**src/rtl/cmrms_pkg.sv**
```systemverilog
// Shared types and constants of the centered moving RMS block.
`timescale 1ns / 1ps

package cmrms_pkg;

  localparam int DATA_W    = 16;  // Q1.15 amplitude
  localparam int GAIN_W    = 16;  // Q4.12 gain
  localparam int GAIN_FRAC = 12;
  localparam int GAINED_W  = 20;  // scaled amplitude before saturation
  localparam int SQ_W      = 32;  // square of a scaled amplitude
  localparam int SUM_W     = 39;  // window sum of up to 126 squares
  localparam int WIN_W     = 7;
  localparam int WIN_LIMIT = 126;
  localparam int PS_W      = 7;   // saturating count of points in the run
  localparam int ROOT_W    = 16;

  localparam logic [GAIN_FRAC-1:0] ROUND_HALF = GAIN_FRAC'(1 << (GAIN_FRAC - 1));

  localparam int CFG_IDX_W  = 2;
  localparam int CFG_DATA_W = 16;

  localparam logic [CFG_IDX_W-1:0] REG_WINDOW_LENGTH = CFG_IDX_W'(0);
  localparam logic [CFG_IDX_W-1:0] REG_LINEAR_GAIN   = CFG_IDX_W'(1);

  typedef struct packed {
    logic [DATA_W-1:0] sample;
    logic              is_final;
  } in_t;

  typedef struct packed {
    logic [DATA_W-1:0] rms;
    logic              last_of_run;
  } out_t;

endpackage

```
**src/rtl/cmrms_ram.sv**
```systemverilog
// Generic single-write, single-read RAM with registered read data.
`timescale 1ns / 1ps

module cmrms_ram #(
  parameter int WIDTH = 32,
  parameter int DEPTH = 128
) (
  input  logic                     clk_i,
  input  logic                     we_i,
  input  logic [$clog2(DEPTH)-1:0] waddr_i,
  input  logic [WIDTH-1:0]         wdata_i,
  input  logic [$clog2(DEPTH)-1:0] raddr_i,
  output logic [WIDTH-1:0]         rdata_o
);

  logic [WIDTH-1:0] mem_q [DEPTH];

  always_ff @(posedge clk_i) begin
    if (we_i) begin
      mem_q[waddr_i] <= wdata_i;
    end
    rdata_o <= mem_q[raddr_i];
  end

endmodule

```
**src/rtl/centered_moving_rms.sv**
```systemverilog
// Top level of the centered moving RMS smoother for one channel.
`timescale 1ns / 1ps

// Each input transaction carries one point's RMS amplitude (Q1.15) and a flag
// that marks the channel's final point. The amplitude is scaled by the Q4.12
// gain with round-half-up and saturation, squared, and stored in a ring of
// MAX_WINDOW squares. For point i the block returns floor(sqrt(floor(S / W)))
// where S sums the W squares of points i-W/2+1 .. i+(W-W/2); the first point's
// square stands in before the start of the run and the newest square past its
// end. A result therefore leaves when point i+(W-W/2) arrives, and the final
// point flushes every pending result (up to W-W/2+1 of them), the last one
// flagged with last_of_run. W is the window_length register clamped to
// 1 .. min(126, MAX_WINDOW), a zero counting as one. An input point is scaled
// in S_GAIN and squared and stored in S_SQUARE. Each result then passes the
// window gather on the ring's single read port, a drain of the registered
// read, a bit-serial restoring divider and a two-bits-per-step square root,
// and is then handed into the output register. A new input transaction is
// taken once every result of the previous point has been handed to the
// output register. The output register lets the next result be computed
// while one waits to be taken. The ring is not cleared after reset; the
// window never reads an entry that the current run has not written.
// Configuration must be written only while no point is in flight.

module centered_moving_rms
  import cmrms_pkg::*;
#(
  parameter int MAX_WINDOW = 128
) (
  input  logic                  clk_i,
  input  logic                  rst_ni,
  input  logic                  in_valid_i,
  output logic                  in_stall_o,
  input  in_t                   in_data_i,
  output logic                  out_valid_o,
  input  logic                  out_stall_i,
  output out_t                  out_data_o,
  input  logic                  cfg_we_i,
  input  logic [CFG_IDX_W-1:0]  cfg_index_i,
  input  logic [CFG_DATA_W-1:0] cfg_wdata_i
);

  localparam int IDX_W      = $clog2(MAX_WINDOW);
  localparam int SLOT_SUM_W = IDX_W + 1;
  localparam int W_CAP      = (MAX_WINDOW < WIN_LIMIT) ? MAX_WINDOW : WIN_LIMIT;

  localparam logic [WIN_W-1:0] DIV_LAST  = WIN_W'(SUM_W - 1);
  localparam logic [WIN_W-1:0] SQRT_LAST = WIN_W'(ROOT_W - 1);

  typedef enum logic [7:0] {
    S_IDLE     = 8'b0000_0001,
    S_GAIN     = 8'b0000_0010,
    S_SQUARE   = 8'b0000_0100,
    S_ACC      = 8'b0000_1000,
    S_ACC_LAST = 8'b0001_0000,
    S_DIV      = 8'b0010_0000,
    S_SQRT     = 8'b0100_0000,
    S_DONE     = 8'b1000_0000
  } state_e;

  state_e state_q, state_d;

  // Configuration registers.
  logic [WIN_W-1:0]  win_len_q;
  logic [GAIN_W-1:0] gain_q;

  // Run bookkeeping.
  logic [PS_W-1:0]  ps_q, ps_d;
  logic [IDX_W-1:0] head_q, head_d;
  logic [SQ_W-1:0]  first_sq_q;
  logic             fin_q;
  logic [WIN_W-1:0] lag_q, lag_d;

  // Datapath registers.
  logic [DATA_W-1:0] sample_q;
  logic [DATA_W-1:0] gained_q;
  logic [SUM_W-1:0]  sum_q, sum_d;
  logic [WIN_W-1:0]  cnt_q, cnt_d;
  logic              rd_valid_q;
  logic              use_first_q;
  logic [WIN_W-1:0]  div_rem_q, div_rem_d;
  logic [ROOT_W-1:0] root_q, root_d;
  logic [ROOT_W:0]   srem_q, srem_d;

  // Output register.
  logic out_valid_q;
  out_t out_data_q;

  // Effective window and its split around the output point.
  logic [WIN_W-1:0] w_eff;
  logic [WIN_W-1:0] w_before;
  logic [WIN_W-1:0] after;

  always_comb begin
    if (win_len_q == '0) begin
      w_eff = WIN_W'(1);
    end else if (win_len_q > WIN_W'(W_CAP)) begin
      w_eff = WIN_W'(W_CAP);
    end else begin
      w_eff = win_len_q;
    end
    w_before = w_eff >> 1;
    after    = w_eff - w_before;
  end

  // Gain stage: round half up, then saturate to full scale.
  logic [2*DATA_W-1:0] prod;
  logic [GAINED_W-1:0] gained_raw;
  logic [DATA_W-1:0]   gained_sat;

  assign prod       = sample_q * gain_q + (2 * DATA_W)'(ROUND_HALF);
  assign gained_raw = prod[2*DATA_W-1:GAIN_FRAC];
  assign gained_sat = (gained_raw[GAINED_W-1:DATA_W] != '0) ? '1 : gained_raw[DATA_W-1:0];

  logic [SQ_W-1:0] square;
  assign square = gained_q * gained_q;

  logic [PS_W-1:0] ps_inc;
  assign ps_inc = (ps_q == '1) ? ps_q : ps_q + PS_W'(1);

  logic [IDX_W-1:0] head_inc;
  assign head_inc = (head_q == IDX_W'(MAX_WINDOW - 1)) ? '0 : head_q + IDX_W'(1);

  // Window addressing: distance back from the newest point, clamped at zero.
  logic [WIN_W:0]        reach;
  logic [WIN_W-1:0]      back;
  logic                  use_first;
  logic [WIN_W-1:0]      back_m;
  logic [SLOT_SUM_W-1:0] slot_sum;
  logic [IDX_W-1:0]      rd_addr;

  always_comb begin
    reach = {1'b0, lag_q} + {1'b0, w_before};
    if (reach > {1'b0, cnt_q}) begin
      back = WIN_W'(reach - {1'b0, cnt_q} - (WIN_W + 1)'(1));
    end else begin
      back = '0;
    end
    use_first = (back >= ps_q);
    back_m    = use_first ? '0 : back;
    slot_sum  = {1'b0, head_q} + SLOT_SUM_W'(MAX_WINDOW - 1) - SLOT_SUM_W'(back_m);
    if (slot_sum >= SLOT_SUM_W'(MAX_WINDOW)) begin
      rd_addr = IDX_W'(slot_sum - SLOT_SUM_W'(MAX_WINDOW));
    end else begin
      rd_addr = IDX_W'(slot_sum);
    end
  end

  logic [SQ_W-1:0] rd_data;

  cmrms_ram #(
    .WIDTH(SQ_W),
    .DEPTH(MAX_WINDOW)
  ) u_ring (
    .clk_i  (clk_i),
    .we_i   (state_q == S_SQUARE),
    .waddr_i(head_q),
    .wdata_i(square),
    .raddr_i(rd_addr),
    .rdata_o(rd_data)
  );

  // One quotient bit per cycle; sum_q doubles as the dividend shift register.
  logic [WIN_W:0] div_trial;
  logic           div_bit;

  assign div_trial = {div_rem_q, sum_q[SUM_W-1]};
  assign div_bit   = (div_trial >= {1'b0, w_eff});

  // Two radicand bits per cycle, taken from the top of the quotient.
  logic [ROOT_W+2:0] sq_trial;
  logic [ROOT_W+2:0] sq_sub;
  logic              sq_bit;

  assign sq_trial = {srem_q, sum_q[SQ_W-1:SQ_W-2]};
  assign sq_sub   = {1'b0, root_q, 2'b01};
  assign sq_bit   = (sq_trial >= sq_sub);

  logic out_free;
  logic out_load;
  logic last_now;

  assign out_free = !out_valid_q || !out_stall_i;
  assign last_now = fin_q && (lag_q == '0);
  assign out_load = (state_q == S_DONE) && out_free;

  logic in_accept;
  assign in_stall_o = (state_q != S_IDLE);
  assign in_accept  = in_valid_i && !in_stall_o;

  always_comb begin
    state_d   = state_q;
    ps_d      = ps_q;
    head_d    = head_q;
    lag_d     = lag_q;
    sum_d     = sum_q;
    cnt_d     = cnt_q;
    div_rem_d = div_rem_q;
    root_d    = root_q;
    srem_d    = srem_q;

    if (rd_valid_q) begin
      sum_d = sum_q + SUM_W'(use_first_q ? first_sq_q : rd_data);
    end

    case (state_q)
      S_IDLE: begin
        if (in_accept) begin
          state_d = S_GAIN;
        end
      end
      S_GAIN: begin
        state_d = S_SQUARE;
      end
      S_SQUARE: begin
        ps_d   = ps_inc;
        head_d = head_inc;
        cnt_d  = '0;
        sum_d  = '0;
        if (fin_q) begin
          lag_d   = (ps_inc > after) ? after : ps_inc - PS_W'(1);
          state_d = S_ACC;
        end else if (ps_inc > after) begin
          lag_d   = after;
          state_d = S_ACC;
        end else begin
          state_d = S_IDLE;
        end
      end
      S_ACC: begin
        if (cnt_q == w_eff - WIN_W'(1)) begin
          state_d = S_ACC_LAST;
        end else begin
          cnt_d = cnt_q + WIN_W'(1);
        end
      end
      S_ACC_LAST: begin
        cnt_d     = '0;
        div_rem_d = '0;
        state_d   = S_DIV;
      end
      S_DIV: begin
        sum_d     = {sum_q[SUM_W-2:0], div_bit};
        div_rem_d = div_bit ? WIN_W'(div_trial - {1'b0, w_eff}) : div_trial[WIN_W-1:0];
        if (cnt_q == DIV_LAST) begin
          cnt_d   = '0;
          root_d  = '0;
          srem_d  = '0;
          state_d = S_SQRT;
        end else begin
          cnt_d = cnt_q + WIN_W'(1);
        end
      end
      S_SQRT: begin
        sum_d  = {sum_q[SUM_W-1:SQ_W], sum_q[SQ_W-3:0], 2'b00};
        root_d = {root_q[ROOT_W-2:0], sq_bit};
        srem_d = sq_bit ? (ROOT_W + 1)'(sq_trial - sq_sub) : sq_trial[ROOT_W:0];
        if (cnt_q == SQRT_LAST) begin
          state_d = S_DONE;
        end else begin
          cnt_d = cnt_q + WIN_W'(1);
        end
      end
      S_DONE: begin
        if (out_free) begin
          if (fin_q && (lag_q != '0)) begin
            lag_d   = lag_q - WIN_W'(1);
            cnt_d   = '0;
            sum_d   = '0;
            state_d = S_ACC;
          end else begin
            if (fin_q) begin
              // The run ends here; the next point starts a fresh one.
              ps_d   = '0;
              head_d = '0;
            end
            state_d = S_IDLE;
          end
        end
      end
      default: begin
        state_d = S_IDLE;
      end
    endcase
  end

  always_ff @(posedge clk_i or negedge rst_ni) begin
    if (!rst_ni) begin
      state_q     <= S_IDLE;
      win_len_q   <= WIN_W'(64);
      gain_q      <= GAIN_W'(4096);
      ps_q        <= '0;
      head_q      <= '0;
      first_sq_q  <= '0;
      rd_valid_q  <= 1'b0;
      out_valid_q <= 1'b0;
    end else begin
      state_q    <= state_d;
      ps_q       <= ps_d;
      head_q     <= head_d;
      rd_valid_q <= (state_q == S_ACC);
      if (cfg_we_i) begin
        case (cfg_index_i)
          REG_WINDOW_LENGTH: win_len_q <= cfg_wdata_i[WIN_W-1:0];
          REG_LINEAR_GAIN:   gain_q    <= cfg_wdata_i[GAIN_W-1:0];
          default: ;
        endcase
      end
      if ((state_q == S_SQUARE) && (ps_q == '0)) begin
        first_sq_q <= square;
      end
      if (out_load) begin
        out_valid_q <= 1'b1;
      end else if (!out_stall_i) begin
        out_valid_q <= 1'b0;
      end
    end
  end

  always_ff @(posedge clk_i) begin
    if (in_accept) begin
      sample_q <= in_data_i.sample;
      fin_q    <= in_data_i.is_final;
    end
    if (state_q == S_GAIN) begin
      gained_q <= gained_sat;
    end
    lag_q       <= lag_d;
    sum_q       <= sum_d;
    cnt_q       <= cnt_d;
    use_first_q <= use_first;
    div_rem_q   <= div_rem_d;
    root_q      <= root_d;
    srem_q      <= srem_d;
    if (out_load) begin
      out_data_q.rms         <= root_q;
      out_data_q.last_of_run <= last_now;
    end
  end

  assign out_valid_o = out_valid_q;
  assign out_data_o  = out_data_q;

  // The divider remainder stays below the window length throughout the root.
  a_div_rem_bound : assert property (@(posedge clk_i) disable iff (!rst_ni)
    (state_q == S_SQRT) |-> (div_rem_q < w_eff))
    else $error("divider remainder not below window length");

  // Handing over the last result of a run clears the run bookkeeping.
  a_run_clear : assert property (@(posedge clk_i) disable iff (!rst_ni)
    (out_load && last_now) |=> ((ps_q == '0) && (head_q == '0) && (state_q == S_IDLE)))
    else $error("run state not cleared after last result");

  // The divider starts only after the window gather has drained.
  a_div_entry : assert property (@(posedge clk_i) disable iff (!rst_ni)
    ((state_q == S_DIV) && (cnt_q == '0)) |-> ($past(state_q) == S_ACC_LAST))
    else $error("divider entered without a completed window sum");

  // A loaded result is presented in the following cycle.
  a_out_load : assert property (@(posedge clk_i) disable iff (!rst_ni)
    out_load |=> (out_valid_o && (out_data_o.rms == $past(root_q))))
    else $error("result not presented after load");

endmodule
```
**config.mk**
```make
export PLATFORM = sky130hd
export DESIGN_NAME = centered_moving_rms
export DESIGN_NICKNAME = d
export VERILOG_FILES = /design/src/rtl/cmrms_pkg.sv /design/src/rtl/cmrms_ram.sv /design/src/rtl/centered_moving_rms.sv
export SDC_FILE = /design/constraint.sdc
export NUM_CORES = 2
export LEC_CHECK = 0
export BUFFER_PORTS_ARGS = -buffer_cell sky130_fd_sc_hd__clkbuf_2
export CAP_MARGIN = 20
export CORE_MARGIN = 2
export CORE_UTILIZATION = 34
export CTS_CLUSTER_SIZE = 10
export DETAILED_ROUTE_END_ITERATION = 6
export GPL_TIMING_DRIVEN = 0
export SKIP_LAST_GASP = 1
export SYNTH_ARGS = -nofsm -noshare
export SYNTH_HDL_FRONTEND = slang
export SYNTH_HIERARCHICAL = 1
export SYNTH_SLANG_ARGS = --single-unit
```
**constraint.sdc**
```tcl
create_clock -name clk_i -period 13.53 [get_ports clk_i]
set_clock_uncertainty 0.1 [all_clocks]
set_input_delay 1.353 -clock clk_i [delete_from_list [all_inputs] [get_ports clk_i]]
set_output_delay 1.353 -clock clk_i [all_outputs]
set_load 0.005 [all_outputs]
```
# == Yosys cells after proc, flatten, opt, wreduce, memory -nomap -nowiden ==
# Memory sizes are Yosys's and may differ from the RTL's. A register that Yosys moved wholly into a read port is not among the register bits.
# Cells that the tools add are included.
# totals
ff_bits,223
ramBits,4096
in_bits,40
output_inout_bits,19
n_memories,1
# op_classes
multipliers,2
order_cmp,7
n_eq_ne,27
n_addsub,17
muxes,49
reduce_logical,27
# memory_table
name,depth,width,read_ports,rd_clocked_by_memory_dff,wr,line,text
u_ring.mem_q,128,32,1,1,1,cmrms_ram.sv:16,logic [WIDTH-1:0] mem_q [DEPTH];
# ops
cell,n
39-bit one-hot mux with 4 select lines,1
7-bit two-way mux,21
39-bit two-way mux,3
16-bit by 16-bit multiplier with 32-bit output,2
8-bit one-hot mux with 8 select lines,1
7-bit one-hot mux with 2 select lines,4
8-bit two-way mux,5
39-bit by 32-bit adder with 39-bit output,1
7-bit one-hot mux with 5 select lines,1
7-bit by 1-bit subtractor with 7-bit output (second input constant),5
17-bit two-way mux,2
17-bit one-hot mux with 2 select lines,1
32-bit by 12-bit adder with 32-bit output (second input constant),1
32-bit two-way mux,1
16-bit one-hot mux with 2 select lines,1
7-bit by 1-bit adder with 7-bit output (second input constant),3
7-bit logical NOT,3
19-bit by 18-bit greater-or-equal comparator with 1-bit output,1
2-bit != test (second input constant),9
17-bit subtractor,1
16-bit two-way mux,1
7-bit == test (second input constant),2
7-bit subtractor,2
4-bit two-way mux,3
other kinds (38),54

# == Logic depth before layout (Yosys ltp) ==
# depth
depth_word,12
ltp_mapped,36

# == Cells and area by module ==
# Netlist, hierarchy kept.
# by_module_without_submodules
module,cells_each,area_per_inst_um2,seq_area_each_um2,n_inst
cmrms_ram,5990,156276.1,123638.6,1
centered_moving_rms,3109,29129.2,5949.5,1

# == Least setup slack after synthesis ==
# Ideal clock, no wire load.
# synth_path
kind,reg-to-reg
startpoint,register gained_q[0]
endpoint,"memory u_ring.mem_q[0][25], data pin"
stages_incl_launch_ff,22
arrival_ns,10.213
slack_ns,2.285
synth_period_minus_slack_ns,11.245
cell_sequence,edfxtp_1 -> clkbuf_1 -> nand2_1 -> inv_1 -> fa_1 -> inv_1 -> fa_1 -> inv_1 -> fa_1 -> inv_1 -> fa_1 -> fa_1 -> fa_1 -> inv_1 -> ha_1 -> and3_1 -> nor4b_1 -> nor2_1 -> o21ai_0 -> a21o_1 -> a21oi_1 -> xnor2_1
# synth_via
elab_chain_cells,1
# synth_lines
element,line,text
from (decl),centered_moving_rms.sv:75,logic [DATA_W-1:0] gained_q;
from (signal assigned),centered_moving_rms.sv:325,gained_q <= gained_sat;
16-bit by 16-bit multiplier with 32-bit output,centered_moving_rms.sv:115,assign square = gained_q * gained_q;
net square[25],centered_moving_rms.sv:114,logic [SQ_W-1:0] square;
to (decl),cmrms_ram.sv:16,
# The timed path passes the listed nets, and every way through them passes these cells.

# == Worst setup path in the final report ==
# layout_path
startpoint,register win_len_q[1]
endpoint,"register u_ring.rdata_o[14], read port of u_ring.mem_q"
# layout_via
elab_chain_cells,12
elab_cells_between_ends,15
classes_between,5 x add/sub; 4 x order compare; 5 x mux; 1 x reduce/logical
# layout_lines
element,line,text
from (decl),centered_moving_rms.sv:63,logic [WIN_W-1:0] win_len_q;
from (signal assigned),centered_moving_rms.sv:303,REG_WINDOW_LENGTH: win_len_q <= cfg_wdata_i[WIN_W-1:0];
7-bit > comparator,centered_moving_rms.sv:96,end else if (win_len_q > WIN_W'(W_CAP)) begin
7-bit two-way mux,centered_moving_rms.sv:96,
7-bit two-way mux (*),centered_moving_rms.sv:94,if (win_len_q == '0) begin
7-bit by 6-bit adder with 8-bit output (*),centered_moving_rms.sv:132,"reach = {1'b0, lag_q} + {1'b0, w_before};"
7-bit subtractor,centered_moving_rms.sv:134,"back = WIN_W'(reach - {1'b0, cnt_q} - (WIN_W + 1)'(1));"
7-bit by 1-bit subtractor with 7-bit output,centered_moving_rms.sv:134,
7-bit two-way mux (*),centered_moving_rms.sv:133,"if (reach > {1'b0, cnt_q}) begin"
7-bit greater-or-equal comparator,centered_moving_rms.sv:138,use_first = (back >= ps_q);
7-bit two-way mux (*),centered_moving_rms.sv:139,back_m = use_first ? '0 : back;
8-bit by 7-bit subtractor with 8-bit output (*),centered_moving_rms.sv:140,"slot_sum = {1'b0, head_q} + SLOT_SUM_W'(MAX_WINDOW - 1) - SLOT_SUM_W'(back_m);"
7-bit by 1-bit subtractor with 7-bit output or 8-bit greater-or-equal comparator (tied branches),"centered_moving_rms.sv:142, centered_moving_rms.sv:141",
7-bit two-way mux (*),centered_moving_rms.sv:141,if (slot_sum >= SLOT_SUM_W'(MAX_WINDOW)) begin
net rd_addr[2],centered_moving_rms.sv:129,logic [IDX_W-1:0] rd_addr;
to (decl),cmrms_ram.sv:13,output logic [WIDTH-1:0] rdata_o
# Mark *: on every way through the listed nets, which the timed path passes. The rest lies on a longest branch.
# A chain may end at the register's enable or synchronous reset.

==> flow_summary_export.csv <==
group,metric,value,unit
setup_path,start_kind,"register",
setup_path,critPathSlowestCell,"buf_1",
placement,gp_congestion,0.849,
clock_tree,cts_max_path_buffers,4,
global_route,antenna_found_initial,69,
final_layout,syn2layout_area_growth,16.7,%
floorplan,num_io_pins,59,
global_route,grt_overflow,0,
sta,rsz0062_at_grt,"no",
clock_tree,cts.sinks,4350,
drt,postRouteAntennaNets,0,
synth,syn_area,185000,sq um
final_layout,multiInputGateArea,53800,sq um
synth,synth.avg_cell_area,20.4,sq um
synth,synth_seq_cells,4350,
sta,tns,0,ns
floorplan,fp.dieH,742,um
floorplan,dieArea,551000,sq um
global_route,grt_pass1_wl,702,mm
synth,synth-edff-count,4207,
clock_tree,cts_setup_buffers,0,
sta,slew_headroom,0.174,
floorplan,die_w,742,um
drt,drc,0,
clock_tree,cts_buffers,483,
setup_path,end_kind,"register",
sta,layout_min_cycle_time,10.82,ns
setup_path,cp_num_buf_inv,5,
clock_tree,clk_latency,1.03,ns
clock_tree,path_clk_slew,0.06,ns
synth,synth_top_area_share,0.681,
sta,worst_pin_slew,1.24,ns
sta,fin_crit_sh,0.799,
status,status,"complete, no violations",
synth,async_flop_share,0.0179,
synth,yosysTopAreaCell,"edfxtp_1",
placement,hpwl,354,mm
floorplan,core_area,544000,sq um
clock_tree,root_buffer,"clkbuf_16",
drt,wire_per_inst,28.0,um
setup_path,crit_type,"reg2reg",
setup_path,critPathMaxFanout,11,
synth,synth_warnings,6,
global_route,grt_usage,0.175,
final_layout,fill_cells,47800,
setup_path,cp_slowest_stage_delay,0.78,ns
sta,setup_viol,0,
drt,drt-initial-drc-count,10700,
synth,ys_seq_area_frac,0.699,
job,maxCapViolations,0,
clock_tree,cts_resized,0,
global_route,grt_max_degree,97,
synth,synthCells,9099,
clock_tree,cts_htree_levels,5,
synth,synth_area_leaders,"edfxtp_1, mux4_2, fa_1, ha_1, inv_1",
sta,worst_slack,2.71,ns
drt,dr.pass1.iters,6,
clock_tree,cts_hold_buf,0,
placement,io_buffers,58,
clock_tree,tritoncts,"built",
synth,yosys.cell_types.count,82,
sta,max_freq,92.5,MHz
worst_hold_path,hold_path.class,"in2async",
drt,vias_per_cell,5.34,
final_layout,drive_gt1_frac,0.261,
final_layout,ff_latch_area,130000,sq um
sta,hold_viol_final,0,
setup_path,cp.arrival,11.56,ns
placement,place_ws,2.83,ns
setup_path,cpLargestDelayFamily,"buffers and inverters",
sta,slew_viol_final,0,
floorplan,fp-row-count,271,
drt,wirelength,491,mm
floorplan,start_util,0.341,
synth,synth_ff_type,"edfxtp_1",
drt,via_count,93600,
global_route,first_global_vias,97100,
setup_path,critPathRequiredTime,14.28,ns
final_layout,nNetsFinal,10800,
-- cells in the mapped netlist, types with 20 or more instances --
library cell,instances
a21o_1,49
a21oi_1,117
a22oi_1,20
and2_1,175
buf_1,54
buf_2,81
clkbuf_1,269
dfrtp_1,75
dfxtp_1,65
edfxtp_1,4207
fa_1,364
ha_1,319
inv_1,552
mux2_2,112
mux2i_1,38
mux4_2,1344
nand2_1,329
nand2b_1,23
nand3_1,51
nor2_1,283
nor2b_1,37
nor3_1,39
o21ai_0,127
xnor2_1,92
xor2_1,44
-- area by class of cell --
cell class | instances | area share
Buffer | 410 | 0.00788
Antenna cell | 23 | 0.000266
Tap cell | 7234 | 0.0418
Inverter | 553 | 0.00960
Multi-Input combinational cell | 3913 | 0.249
Sequential cell | 4350 | 0.599
Clock inverter | 40 | 0.00356
Clock buffer | 595 | 0.0585
Timing Repair Buffer | 413 | 0.0306
-- sequential cells by signal, summed over array words and instances (netlist names), 8 cells and up --
| name | cells |
|---|---|
| gained_q | 16 |
| sum_q | 39 |
| u_ring/rdata_o | 32 |
| sample_q | 16 |
| root_q | 16 |
| state_q | 8 |
| gain_q | 16 |
| srem_q | 17 |
| first_sq_q | 31 |
| out_data_o | 17 |
| u_ring/mem_q | 4096 |
-- stage by stage --
step	hold slack (ns)	instance area, sq um	instances	utilization
floorplan	0.326	186000	9226	-
global placement	0.347	195000	16500	0.359
detailed placement	0.332	203000	16900	0.372
CTS	0.171	216000	17500	0.397
global route	0.199	216000	17500	0.398
finish	0.235	216000	17500	0.398
-- routing by layer --
layer  up-vias  wire [um]  global-route usage  share of wire
met5         -         46                   0       0.000094
met4         6      16900              0.0574          0.034
met3       744      43200              0.0358          0.088
met2      3993     238000               0.290           0.49
met1     50600     192000               0.232           0.39
li1      38300          -                   -              -
-- final timing paths --
path | from | slack (ns) | to | cells after the start
setup reg to reg | win_len_q[1] | 2.71 | u_ring/rdata_o[14] | 34
hold reg to reg | root_q[13] | 0.34 | out_data_o[14] | 0
hold / removal | rst_ni | 0.24 | gain_q[8] | 1
setup / recovery | win_len_q[1] | 2.71 | u_ring/rdata_o[14] | 34
min in group clk_i | root_q[13] | 0.34 | out_data_o[14] | 0
max in group asynchronous | rst_ni | 12.38 | first_sq_q[12] | 2
-- logic make-up after synthesis --
kind of cell	count (synthesis)	synth area share
other	1	0.0000202
AO/OA/AOI/OAI	453	0.0155
flip-flops	4350	0.699
XOR/XNOR	136	0.00642
buffers and inverters	963	0.0202
AND/OR/NAND/NOR	1019	0.0259
multiplexers	1494	0.172
adder cells (fa/ha/maj)	683	0.0608
-- placed cells by master (no fill, tap or decap), types with 39 or more instances in the layout --
cell type,Yosys,routed
conb_1,1,128
nor2_1,283,162
edfxtp_1,4207,4207
a21o_1,49,49
mux2_2,112,112
nand2_1,329,328
fa_1,364,363
dfrtp_1,75,75
xnor2_1,92,73
buf_6,3,77
buf_16,0,60
dfxtp_1,65,65
clkbuf_2,0,81
buf_12,0,112
buf_8,0,104
inv_1,552,552
buf_2,81,84
nor2_4,0,120
buf_1,54,52
o21ai_0,127,127
a21oi_1,117,114
clkbuf_16,0,487
nand3_1,51,51
ha_1,319,318
and2_1,175,175
mux4_2,1344,1344
clkbuf_1,269,348
xor2_1,44,39
-- worst reg2reg max path: cells and delay by family (launching register included) --
kind	cells	cell delay [ns]
multiplexers	4	2.13
buffers and inverters	5	2.65
XOR/XNOR	2	0.29
adder cells (fa/ha/maj)	6	1.97
AO/OA/AOI/OAI	10	2.27
flip-flops	1	0.42
AND/OR/NAND/NOR	7	0.88
Power is left out: the tool's default activity adds up to more than one toggle a clock period on the data nets, which glitch-free logic cannot reach.
